[src/hw/rtl/assert_macros.svh]
// ---------------------------------------------------------------------------
// Assertion macros used by bwb_scale, the RTL datapath of the white balance block.
// ---------------------------------------------------------------------------
`ifndef ASSERT_MACROS_SVH
`define ASSERT_MACROS_SVH

// Same-cycle implication, checked outside reset.
`define ASSERT_IMP(name, clk, rst_n, ante, cons, msg) \
    name: assert property (@(posedge clk) disable iff (!rst_n) (ante) |-> (cons)) \
        else $error(msg);

// Next-cycle implication, checked outside reset.
`define ASSERT_NXT(name, clk, rst_n, ante, cons, msg) \
    name: assert property (@(posedge clk) disable iff (!rst_n) (ante) |=> (cons)) \
        else $error(msg);

`endif

[src/hw/rtl/bwb_pkg.sv]
// ---------------------------------------------------------------------------
// bwb_pkg
// Types, register indexes and mosaic site tables of the white balance block.
// ---------------------------------------------------------------------------
package bwb_pkg;

    localparam int PIX_W       = 16;
    localparam int COORD_W     = 13;
    localparam int GAIN_W      = 16;
    localparam int DEPTH_W     = 5;
    localparam int CFG_INDEX_W = 3;
    localparam int CFG_DATA_W  = 16;

    // Largest output depth and the floor applied to the depth register.
    localparam logic [DEPTH_W-1:0] PIXEL_BITS = 5'd16;
    localparam logic [DEPTH_W-1:0] DEPTH_MIN  = 5'd8;

    localparam logic [CFG_INDEX_W-1:0] REG_BAYER_ORDER = 3'd0;
    localparam logic [CFG_INDEX_W-1:0] REG_RGBIR_MODE  = 3'd1;
    localparam logic [CFG_INDEX_W-1:0] REG_RED_GAIN    = 3'd2;
    localparam logic [CFG_INDEX_W-1:0] REG_GREEN_GAIN  = 3'd3;
    localparam logic [CFG_INDEX_W-1:0] REG_BLUE_GAIN   = 3'd4;
    localparam logic [CFG_INDEX_W-1:0] REG_PIXEL_DEPTH = 3'd5;

    localparam logic [1:0] ORDER_BGGR = 2'd0;
    localparam logic [1:0] ORDER_GBRG = 2'd1;
    localparam logic [1:0] ORDER_GRBG = 2'd2;
    localparam logic [1:0] ORDER_RGGB = 2'd3;

    localparam logic [1:0]         RST_BAYER_ORDER = ORDER_RGGB;
    localparam logic [GAIN_W-1:0]  RST_GAIN        = 16'd1024;
    localparam logic [DEPTH_W-1:0] RST_PIXEL_DEPTH = 5'd12;

    typedef enum logic [2:0] {
        SITE_B,
        SITE_G,
        SITE_R,
        SITE_I,
        SITE_U
    } site_t;

    typedef struct packed {
        logic [1:0]         bayer_order;
        logic               rgbir_mode;
        logic [GAIN_W-1:0]  red_gain;
        logic [GAIN_W-1:0]  green_gain;
        logic [GAIN_W-1:0]  blue_gain;
        logic [DEPTH_W-1:0] pixel_depth;
    } cfg_t;

    // Plain 2x2 mosaic, indexed by order and {row[0], column[0]}.
    localparam site_t PLAIN_SITES [4][4] = '{
        '{SITE_B, SITE_G, SITE_G, SITE_R},
        '{SITE_G, SITE_B, SITE_R, SITE_G},
        '{SITE_G, SITE_R, SITE_B, SITE_G},
        '{SITE_R, SITE_G, SITE_G, SITE_B}
    };

    // RGBIR 4x4 mosaic. Odd rows are G I G I; even rows put R and B on even
    // columns, swapping every second row. Orders without a layout give SITE_U.
    function automatic site_t ir_site(input logic [1:0] ord, input logic [1:0] r,
                                      input logic [1:0] c);
        logic  first_red;
        site_t s;
        first_red = ((ord == ORDER_GBRG) ^ r[1]);
        if (ord != ORDER_GBRG && ord != ORDER_RGGB)
            s = SITE_U;
        else if (r[0])
            s = c[0] ? SITE_I : SITE_G;
        else if (c[0])
            s = SITE_G;
        else
            s = (first_red ^ c[1]) ? SITE_R : SITE_B;
        return s;
    endfunction

endpackage

[src/hw/rtl/bwb_pix_if.sv]
// ---------------------------------------------------------------------------
// bwb_pix_in_if / bwb_pix_out_if
// Valid/ready pixel channels into and out of the white balance block.
// ---------------------------------------------------------------------------
interface bwb_pix_in_if;
    import bwb_pkg::*;

    logic               valid;
    logic               ready;
    logic [PIX_W-1:0]   pixel_in;
    logic [COORD_W-1:0] row;
    logic [COORD_W-1:0] column;

    modport source (output valid, output pixel_in, output row, output column,
                    input ready);
    modport sink (input valid, input pixel_in, input row, input column,
                  output ready);
endinterface

interface bwb_pix_out_if;
    import bwb_pkg::*;

    logic             valid;
    logic             ready;
    logic [PIX_W-1:0] pixel_out;

    modport source (output valid, output pixel_out, input ready);
    modport sink (input valid, input pixel_out, output ready);
endinterface

[src/hw/rtl/bwb_gain_sel.sv]
// ---------------------------------------------------------------------------
// bwb_gain_sel
// Finds the mosaic site of a pixel and selects the matching gain.
// ---------------------------------------------------------------------------
module bwb_gain_sel #(
    parameter int GAIN_FRAC_BITS = 10
) (
    input  bwb_pkg::cfg_t               cfg,
    input  logic [1:0]                  row_lsb,
    input  logic [1:0]                  col_lsb,
    output logic [bwb_pkg::GAIN_W-1:0]  gain
);
    import bwb_pkg::*;

    localparam logic [GAIN_W-1:0] UNITY_GAIN = GAIN_W'(1) << GAIN_FRAC_BITS;

    site_t site;

    always_comb
    begin
        if (cfg.rgbir_mode)
            site = ir_site(cfg.bayer_order, row_lsb, col_lsb);
        else
            site = PLAIN_SITES[cfg.bayer_order][{row_lsb[0], col_lsb[0]}];
    end

    // IR sites and orders without an RGBIR layout pass at unity gain.
    always_comb
    begin
        case (site)
            SITE_B:  gain = cfg.blue_gain;
            SITE_G:  gain = cfg.green_gain;
            SITE_R:  gain = cfg.red_gain;
            default: gain = UNITY_GAIN;
        endcase
    end
endmodule

[src/hw/rtl/bwb_scale.sv]
// ---------------------------------------------------------------------------
// bwb_scale
// Multiply, round and clamp datapath with its output register.
// ---------------------------------------------------------------------------
`include "assert_macros.svh"

module bwb_scale #(
    parameter int GAIN_FRAC_BITS = 10
) (
    input  logic                         clk,
    input  logic                         rst_n,
    input  logic                         in_valid,
    output logic                         in_ready,
    input  logic [bwb_pkg::PIX_W-1:0]    in_pixel,
    input  logic [bwb_pkg::GAIN_W-1:0]   in_gain,
    input  logic [bwb_pkg::DEPTH_W-1:0]  pixel_depth,
    bwb_pix_out_if.source                pix_out
);
    import bwb_pkg::*;

    localparam int PROD_W = PIX_W + GAIN_W;
    localparam int SUM_W  = PROD_W + 1;
    localparam logic [SUM_W-1:0] HALF_LSB = SUM_W'(1) << (GAIN_FRAC_BITS - 1);

    logic               o_valid_reg;
    logic [PIX_W-1:0]   out_reg;
    logic [PIX_W-1:0]   out_next;
    logic [PROD_W-1:0]  product;
    logic [DEPTH_W-1:0] depth_eff;
    logic [PIX_W-1:0]   max_val;
    logic [SUM_W-1:0]   rounded;

    assign in_ready = !o_valid_reg || pix_out.ready;

    // Depth register is clamped into the supported range before use.
    always_comb
    begin
        if (pixel_depth < DEPTH_MIN)
            depth_eff = DEPTH_MIN;
        else if (pixel_depth > PIXEL_BITS)
            depth_eff = PIXEL_BITS;
        else
            depth_eff = pixel_depth;
    end

    assign max_val = PIX_W'(((PIX_W + 1)'(1) << depth_eff) - (PIX_W + 1)'(1));
    assign product = PROD_W'(in_pixel) * PROD_W'(in_gain);
    assign rounded = ({1'b0, product} + HALF_LSB) >> GAIN_FRAC_BITS;

    always_comb
    begin
        if (rounded > SUM_W'(max_val))
            out_next = max_val;
        else
            out_next = rounded[PIX_W-1:0];
    end

    always_ff @(posedge clk or negedge rst_n)
    begin
        if (!rst_n)
            o_valid_reg <= 1'b0;
        else if (in_ready)
            o_valid_reg <= in_valid;
    end

    always_ff @(posedge clk)
    begin
        if (in_valid && in_ready)
            out_reg <= out_next;
    end

    assign pix_out.valid     = o_valid_reg;
    assign pix_out.pixel_out = out_reg;

    `ASSERT_IMP(a_out_clamped, clk, rst_n, o_valid_reg, out_reg <= max_val,
                "result above the configured pixel depth")
    `ASSERT_NXT(a_out_held, clk, rst_n, o_valid_reg && !pix_out.ready,
                o_valid_reg && $stable(out_reg), "stalled result was lost")
    `ASSERT_IMP(a_ready_when_empty, clk, rst_n, !o_valid_reg, in_ready,
                "empty result stage refused a transfer")
endmodule

[src/hw/rtl/bayer_white_balance_gain.sv]
// ---------------------------------------------------------------------------
// bayer_white_balance_gain
// Per-site white balance gain on a raw Bayer or RGBIR pixel stream.
// ---------------------------------------------------------------------------
//   channel   dir  handshake      payload
//   pix_in    in   valid/ready    pixel_in[15:0], row[12:0], column[12:0]
//   pix_out   out  valid/ready    pixel_out[15:0]
//   cfg       in   cfg_we         cfg_index[2:0], cfg_data[15:0]
//
// One pixel is taken every cycle unless a stall on pix_out holds the pipe. A
// pixel taken in sits in the input register with its gain until its result
// is loaded into the result register, which drives pix_out.
// The 16x16 multiply with rounding and clamp between the two registers sets
// the clock period.
// A stall on pix_out fills both registers and then drops pix_in.ready.
// Reset clears the stage valid bits and loads the register defaults.
// ---------------------------------------------------------------------------
module bayer_white_balance_gain #(
    parameter int GAIN_FRAC_BITS = 10
) (
    input  logic                              clk,
    input  logic                              rst_n,
    bwb_pix_in_if.sink                        pix_in,
    bwb_pix_out_if.source                     pix_out,
    input  logic                              cfg_we,
    input  logic [bwb_pkg::CFG_INDEX_W-1:0]   cfg_index,
    input  logic [bwb_pkg::CFG_DATA_W-1:0]    cfg_data
);
    import bwb_pkg::*;

    cfg_t              cfg_reg;
    logic              s1_valid_reg;
    logic [PIX_W-1:0]  s1_pixel_reg;
    logic [GAIN_W-1:0] s1_gain_reg;
    logic [GAIN_W-1:0] gain_sel;
    logic              scale_ready;

    always_ff @(posedge clk or negedge rst_n)
    begin
        if (!rst_n)
        begin
            cfg_reg.bayer_order <= RST_BAYER_ORDER;
            cfg_reg.rgbir_mode  <= 1'b0;
            cfg_reg.red_gain    <= RST_GAIN;
            cfg_reg.green_gain  <= RST_GAIN;
            cfg_reg.blue_gain   <= RST_GAIN;
            cfg_reg.pixel_depth <= RST_PIXEL_DEPTH;
        end
        else if (cfg_we)
        begin
            case (cfg_index)
                REG_BAYER_ORDER: cfg_reg.bayer_order <= cfg_data[1:0];
                REG_RGBIR_MODE:  cfg_reg.rgbir_mode  <= cfg_data[0];
                REG_RED_GAIN:    cfg_reg.red_gain    <= cfg_data;
                REG_GREEN_GAIN:  cfg_reg.green_gain  <= cfg_data;
                REG_BLUE_GAIN:   cfg_reg.blue_gain   <= cfg_data;
                REG_PIXEL_DEPTH: cfg_reg.pixel_depth <= cfg_data[DEPTH_W-1:0];
                default:         ;
            endcase
        end
    end

    bwb_gain_sel #(
        .GAIN_FRAC_BITS (GAIN_FRAC_BITS)
    ) u_gain_sel (
        .cfg     (cfg_reg),
        .row_lsb (pix_in.row[1:0]),
        .col_lsb (pix_in.column[1:0]),
        .gain    (gain_sel)
    );

    // Input stage holds the pixel with its gain already chosen.
    assign pix_in.ready = !s1_valid_reg || scale_ready;

    always_ff @(posedge clk or negedge rst_n)
    begin
        if (!rst_n)
            s1_valid_reg <= 1'b0;
        else if (pix_in.ready)
            s1_valid_reg <= pix_in.valid;
    end

    always_ff @(posedge clk)
    begin
        if (pix_in.valid && pix_in.ready)
        begin
            s1_pixel_reg <= pix_in.pixel_in;
            s1_gain_reg  <= gain_sel;
        end
    end

    bwb_scale #(
        .GAIN_FRAC_BITS (GAIN_FRAC_BITS)
    ) u_scale (
        .clk         (clk),
        .rst_n       (rst_n),
        .in_valid    (s1_valid_reg),
        .in_ready    (scale_ready),
        .in_pixel    (s1_pixel_reg),
        .in_gain     (s1_gain_reg),
        .pixel_depth (cfg_reg.pixel_depth),
        .pix_out     (pix_out)
    );
endmodule

[src/flat_wrapper.sv]
// flat-port wrapper written by rule: the top's interface ports become plain ports
module bayer_white_balance_gain_flat import bwb_pkg::*;
#(
    parameter int GAIN_FRAC_BITS = 10
)
  (clk, rst_n, cfg_we, cfg_index, cfg_data, pix_in_valid, pix_in_pixel_in, pix_in_row, pix_in_column, pix_in_ready, pix_out_valid, pix_out_pixel_out, pix_out_ready);
  bwb_pix_in_if pix_in_i ();
  bwb_pix_out_if pix_out_i ();
  input  logic clk;
  input  logic rst_n;
  input  logic cfg_we;
  input  logic [bwb_pkg::CFG_INDEX_W-1:0] cfg_index;
  input  logic [bwb_pkg::CFG_DATA_W-1:0] cfg_data;
  input wire logic [$bits(pix_in_i.valid)-1:0] pix_in_valid;
  input wire logic [$bits(pix_in_i.pixel_in)-1:0] pix_in_pixel_in;
  input wire logic [$bits(pix_in_i.row)-1:0] pix_in_row;
  input wire logic [$bits(pix_in_i.column)-1:0] pix_in_column;
  output wire logic [$bits(pix_in_i.ready)-1:0] pix_in_ready;
  output wire logic [$bits(pix_out_i.valid)-1:0] pix_out_valid;
  output wire logic [$bits(pix_out_i.pixel_out)-1:0] pix_out_pixel_out;
  input wire logic [$bits(pix_out_i.ready)-1:0] pix_out_ready;
  assign pix_in_i.valid = pix_in_valid;
  assign pix_in_i.pixel_in = pix_in_pixel_in;
  assign pix_in_i.row = pix_in_row;
  assign pix_in_i.column = pix_in_column;
  assign pix_in_ready = pix_in_i.ready;
  assign pix_out_valid = pix_out_i.valid;
  assign pix_out_pixel_out = pix_out_i.pixel_out;
  assign pix_out_i.ready = pix_out_ready;
  bayer_white_balance_gain #(.GAIN_FRAC_BITS(GAIN_FRAC_BITS)) u_core (.clk(clk), .rst_n(rst_n), .pix_in(pix_in_i), .pix_out(pix_out_i), .cfg_we(cfg_we), .cfg_index(cfg_index), .cfg_data(cfg_data));
endmodule
[config.mk]
export PLATFORM = sky130hd
export DESIGN_NAME = bayer_white_balance_gain_flat
export DESIGN_NICKNAME = d
export VERILOG_FILES = /design/src/hw/rtl/bwb_pkg.sv /design/src/hw/rtl/bwb_pix_if.sv /design/src/hw/rtl/bwb_gain_sel.sv /design/src/hw/rtl/bwb_scale.sv /design/src/hw/rtl/bayer_white_balance_gain.sv /design/src/flat_wrapper.sv
export VERILOG_INCLUDE_DIRS = /design/src /design/src/hw/rtl
export SDC_FILE = /design/constraint.sdc
export NUM_CORES = 1
export LEC_CHECK = 0
export ABC_AREA = 1
export CAP_MARGIN = 10
export CORE_ASPECT_RATIO = 0.9
export CORE_MARGIN = 3
export CORE_UTILIZATION = 35
export DETAILED_ROUTE_END_ITERATION = 8
export DONT_BUFFER_PORTS = 1
export PLACE_DENSITY = 0.53
export SYNTH_ARGS = -nofsm -noshare
export SYNTH_HDL_FRONTEND = slang
export SYNTH_SLANG_ARGS = --single-unit
[constraint.sdc]
create_clock -name clk -period 20.3 [get_ports clk]
set_input_delay 3.045 -clock clk [delete_from_list [all_inputs] [get_ports clk]]
set_output_delay 3.045 -clock clk [all_outputs]
set_load 0.02 [all_outputs]
Word-level counts from Yosys, hierarchy flattened
Cells that the tools add are included.
- flip-flop bits (word level): 106
- memory bits (writable): 0
- logic and storage cells: 65
- bits in latches: 0
- bits in read-only memories: 0
- input bits: 66
- output and inout port bits: 18
- memories kept: 0
- magnitude comparators: 5
- div/mod/pow operators: 0
- equal/unequal tests: 10
- reductions and logical operators: 15
- bitwise logic cells: 4
- shifts and indexed selects: 1
- $add $sub $neg: 2
- muxes and demuxes: 16
- multipliers: 1
- operators with widths (kind ; count):
    16-bit one-hot mux with 3 select lines ; 1
    32-bit by 10-bit adder with 33-bit output, second input constant ; 1
    16-bit by 16-bit multiplier with 32-bit output ; 1
    12-bit binary-select mux with 2-bit select ; 1
    12-bit two-way mux ; 2
    23-bit by 16-bit greater-than comparator with 1-bit output ; 1
    16-bit two-way mux ; 1
    1-bit by 5-bit left shift with 16-bit output, first input constant ; 1
    16-bit by 2-bit subtractor with 16-bit output, second input constant ; 1
    3-bit two-way mux ; 4
    2-bit AND reduction ; 6
    5-bit two-way mux ; 2
    3-bit by 2-bit equality test with 1-bit output, second input constant ; 3
    2-bit two-way mux ; 4
    3-bit binary-select mux with 2-bit select ; 1
    3-bit by 1-bit equality test with 1-bit output, second input constant ; 2
    3-bit equality test, second input constant ; 2
    3-bit greater-or-equal comparator, second input constant ; 2
    3-bit logical NOT ; 2
    2-bit NOT with 3-bit output ; 2
    5-bit greater-than comparator, second input constant ; 1
    5-bit by 4-bit less-than comparator with 1-bit output, second input constant ; 1
    1-bit logical AND ; 3
    2-bit by 1-bit equality test with 1-bit output, second input constant ; 1
    5 further kinds ; 8

Depth between registers and ports, before layout
- depth in word-level cells: 10
- mapped depth: 38
- depth with buffers taken out: 36

Cells and area by module
From an unflattened synthesis, not the netlist that was laid out.
- cell total of the unflattened synthesis: 1898
- area, all modules: 14781.7 um2
- modules (own cells, without submodules) (module ; sequential area each (um2) ; times used ; area an instance (um2) ; cells each):
    bwb_scale ; 505.5 ; 1 ; 10781.6 ; 1475
    bayer_white_balance_gain ; 2396.0 ; 1 ; 3289.4 ; 294
    bwb_gain_sel ; 0.0 ; 1 ; 710.7 ; 129

Worst setup path before layout
OpenSTA, ideal clock, no wires.
- path kind: reg2reg
- from: reg u_core.s1_pixel_reg[11]
- to: reg u_core.u_scale.out_reg[0] (netlist: u_core.u_scale.pix_out.pixel_out[0]) (data pin)
- data arrival time: 6562 ps
- cell stages (with the launch flop): 31
- library setup time: 268 ps
- clock period less this slack: 6829 ps
- required time: 20032 ps
- setup slack: 13471 ps
- buffers on the path: 3
- cell sequence: edfxtp_1 > clkbuf_1 > clkbuf_1 > nand2_1 > fa_1 > fa_1 > fa_1 > inv_1 > fa_1 > fa_1 > inv_1 > fa_1 > inv_1 > ha_1 > nand2_1 > inv_1 > nand2_1 > nand2_1 > a21oi_1 > nand2_2 > a31oi_1 > xnor2_1 > ha_1 > a21oi_1 > nor2_1 > a211oi_1 > o211ai_1 > a21o_1 > nand2_1 > buf_2 > nand4_1
- word-level cells in the longest chain between the ends: 4
- ends and longest elaborated chain (element ; RTL line ; source):
    start, declared ; bayer_white_balance_gain.sv:33 ; logic [PIX_W-1:0] s1_pixel_reg;
    start signal, assigned ; bayer_white_balance_gain.sv:87 ; s1_pixel_reg <= pix_in.pixel_in;
    16-bit by 16-bit multiplier with 32-bit output ; bwb_scale.sv:47 ; assign product = PROD_W'(in_pixel) * PROD_W'(in_gain);
    32-bit by 10-bit adder with 33-bit output ; bwb_scale.sv:48 ; assign rounded = ({1'b0, product} + HALF_LSB) >> GAIN_FRAC_BITS;
    23-bit by 16-bit greater-than comparator with 1-bit output ; bwb_scale.sv:52 ; if (rounded > SUM_W'(max_val))
    16-bit two-way mux ; bwb_scale.sv:52 ;
    named net u_core.u_scale.out_next[0] ; bwb_scale.sv:27 ; logic [PIX_W-1:0] out_next;
    end signal, assigned ; bwb_scale.sv:69 ; out_reg <= out_next;
    end, declared ; bwb_scale.sv:26 ; logic [PIX_W-1:0] out_reg;
The timed path passes the listed nets, and every way through them passes these cells.
A chain may end at the register's enable or synchronous reset.

Final worst setup path
- from: reg u_core.s1_pixel_reg[4]
- to: reg u_core.u_scale.out_reg[10] (netlist: u_core.u_scale.pix_out.pixel_out[10]) (data pin)
- word-level cells in the longest chain between the ends: 4
- ends and longest elaborated chain (element ; RTL line):
    16-bit by 16-bit multiplier with 32-bit output * ; bwb_scale.sv:47
    32-bit by 10-bit adder with 33-bit output * ; bwb_scale.sv:48
    23-bit by 16-bit greater-than comparator with 1-bit output ; bwb_scale.sv:52
    16-bit two-way mux * ; bwb_scale.sv:52
    named net u_core.u_scale.out_next[10] ; bwb_scale.sv:27
Mark *: on every way through the listed nets, which the timed path passes. The rest lies on a longest branch.

==> impl_metrics.tcl <==
set metrics [dict create \
    status "completed" \
    drt_iter0_drc 631 \
    setup_violations 0 \
    post_cts_resized 0 \
    grt_overflow_total 0 \
    dieArea_um2 43370 \
    critPathMaxStageDelay_ns 0.76 \
    synth-edff-count 48 \
    cpMostUsedCell "nand2_1" \
    grt_usage_pct 16.89 \
    coreArea_um2 39890 \
    ant_nets 0 \
    die_w_um 219.2 \
    seq_area_frac_synth_pct 20.27 \
    cp.required_ns 20.40 \
    drv_cap 0 \
    place_inst 2297 \
    fin_nets 2174 \
    holdBufCountCts 0 \
    path_delay_family "adder cells" \
    dpl.hpwl_um 27320 \
    drive_above_1_share_pct 3.200 \
    drtPass1Iterations 5 \
    ys.flop_type "dfrtp_1" \
    start_util_pct 35.89 \
    ys_top_cells_by_area "fa_1, nand2_1, inv_1, ha_1, edfxtp_1" \
    dpl_worst_slack_ns 12.37 \
    synthTopCellsByCount "nand2_1, inv_1, fa_1" \
    fin_ws_ns 12.21 \
    post-cts-setup-buffers 0 \
    die_y_um 197.9 \
    antenna_found_initial 1 \
    fp-row-count 69 \
    cts_buffers 9 \
    clockRootBuffer "clkbuf_16" \
    routabilityCongestion 0.8756 \
    cp_max_fo 17 \
    grt_pass1_vias 11397 \
    fmax_mhz 123.7 \
    wl_per_cell_um 14.89 \
    r2r_slack_ns 12.21 \
    grt_pass1_wl_um 58590 \
    grt_max_degree 59 \
    crit_path_end "u_core.u_scale.pix_out.pixel_out[10]$_DFFE_PP_" \
    fin_worst_skew_ns 0.02216 \
    clkTransAtPathRegs_ns 0.08 \
    drt-total-wl_um 34440 \
    n_antenna_cell 0 \
    yosysWarnings 0 \
    ff2ff_path_depth 29 \
    yosysMostFrequentCell "nand2_1" \
    clock-sinks 106 \
    ys_ff_latch 106 \
    clk_path_buf_depth 2 \
    critPathBufInv 5 \
    layout_min_cycle_time_ns 8.085 \
    max_slew_margin_pct 22.64 \
    slew_violations 0 \
    syn_inst 1830 \
    synthArstFlopShare_pct 54.72 \
    path_depth 29 \
    crit_slowest_cell "edfxtp_1" \
    yosysTopAreaCellShare_pct 27.27 \
    syn-cell-area_um2 14320 \
    path_class "reg2reg" \
    syn_to_final_growth_pct 5.156 \
    tns_ns 0 \
    yosysTopAreaCell "fa_1" \
    hold_violations 0 \
    drt_drc_violations_left 0 \
    timing.rr.end "u_core.u_scale.pix_out.pixel_out[10]$_DFFE_PP_" \
    tightest_slew_ns 1.157 \
    crit_path_end_kind "flip-flop" \
    cp.arrival_ns 8.19 \
    port_buffers 0 \
    largest_register_ffs 56 \
    io_pins 84 \
    viasPerCell 4.688 \
    grt_setup_unrepaired "false" \
    min_path_type "reg2reg" \
    period_share_pct 39.83 \
    cts_tree "done" \
    vias 10843 \
    clock_latency_ns 0.38 \
    htreeDepth 3 \
    avgSynthCellArea_um2 7.823 \
    r2r-start "u_core.s1_pixel_reg[4]$_DFFE_PP_" \
    netlist-cell-type-count 38 \
    fin_cells 2313 \
    critPathLaunchType "flip-flop" \
    critPathLaunch "u_core.s1_pixel_reg[4]$_DFFE_PP_" \
]
## area by class of cell
type	count	area (µm²)
clock buffers	10	250.2
clock inverters	6	65.06
fillers	4202	24830
inverters	464	1742
multi-input cells	1189	9385
flip-flops and latches	106	2902
well taps	532	665.6
repair buffers	6	45.04
## routing by layer
metal | GRT usage (%) | vias up | wire length [µm]
li1 | - | 5265 | -
met1 | 23.20 | 5347 | 16250
met2 | 29.14 | 203 | 16610
met3 | 1.826 | 28 | 1196
met4 | 3.216 | 0 | 380
met5 | 0 | - | 0
## how the worst min path moves through the flow
stage	slack, ns	startpoint	cells after the start	end
final	0.49	u_core.cfg_reg[32]$_DFFE_PN0P_	2	u_core.cfg_reg[32]$_DFFE_PN0P_
after global routing	0.51	u_core.cfg_reg[8]$_DFFE_PN0P_	2	u_core.cfg_reg[8]$_DFFE_PN0P_
after CTS	0.49	u_core.cfg_reg[21]$_DFFE_PN0P_	2	u_core.cfg_reg[21]$_DFFE_PN0P_
after detailed placement	0.47	u_core.cfg_reg[38]$_DFFE_PN0P_	2	u_core.cfg_reg[38]$_DFFE_PN0P_
after global placement	0.46	u_core.s1_valid_reg$_DFFE_PN0N_	2	u_core.u_scale.pix_out.valid$_DFFE_PN0P_
after floorplan	0.45	u_core.s1_valid_reg$_DFFE_PN0N_	2	u_core.u_scale.pix_out.valid$_DFFE_PN0P_
## layout by cell type (no fill, tap or decap), types with 2 or more instances in the layout
| cell | count |
|---|---|
| nand2_1 | 558 |
| inv_1 | 460 |
| fa_1 | 195 |
| ha_1 | 137 |
| o21ai_0 | 65 |
| nor2_1 | 57 |
| dfrtp_1 | 51 |
| edfxtp_1 | 48 |
| nand3_1 | 39 |
| a21oi_1 | 34 |
| nand4_1 | 20 |
| nand2_2 | 12 |
| xnor2_1 | 11 |
| clkbuf_16 | 10 |
| xor2_1 | 9 |
| dfstp_2 | 7 |
| nor3_1 | 6 |
| nand3b_1 | 6 |
| conb_1 | 6 |
| buf_4 | 6 |
| o21bai_1 | 5 |
| nor4_1 | 4 |
| a31oi_1 | 4 |
| inv_2 | 4 |
| nand3_2 | 3 |
| inv_6 | 3 |
| nor2_2 | 2 |
| or2_2 | 2 |
| a21o_1 | 2 |
| o211ai_1 | 2 |
| nor2_8 | 2 |
| nand3_4 | 2 |
| inv_8 | 2 |
## metrics by stage
stage | cell area (µm²) | utilization [%] | hold slack (ns)
2_1_floorplan | 14330 | - | 0.4471
3_5_place_dp | 14740 | 36.95 | 0.4727
6_report | 15050 | 37.74 | 0.4892
4_1_cts | 15050 | 37.74 | 0.4921
3_3_place_gp | 14740 | 36.95 | 0.4605
5_1_grt | 15050 | 37.74 | 0.5113
## worst register-to-register path: cells and delay by family (launching register included)
family / cells / cell delay (ns)
DFF: 1 / 0.76
AOI/OAI and AO/OA: 4 / 0.62
buffers and inverters: 5 / 0.31
adders and majority gates: 8 / 3.85
and+or+nand+nor: 11 / 1.89
xor gates and xnor gates: 1 / 0.40
## kinds of logic after synthesis
family                   synth area share (%)
AND/OR/NAND/NOR                         20.57
buffers and inverters                   14.28
adder cells (fa/ha/maj)                 39.24
AO/OA/AOI/OAI                           4.361
flip-flops                              20.27
XOR/XNOR                                1.224
other                                 0.05246
Power is not shown: default switching activity piles up to over one toggle a cycle in this logic, so the estimate is an artifact.
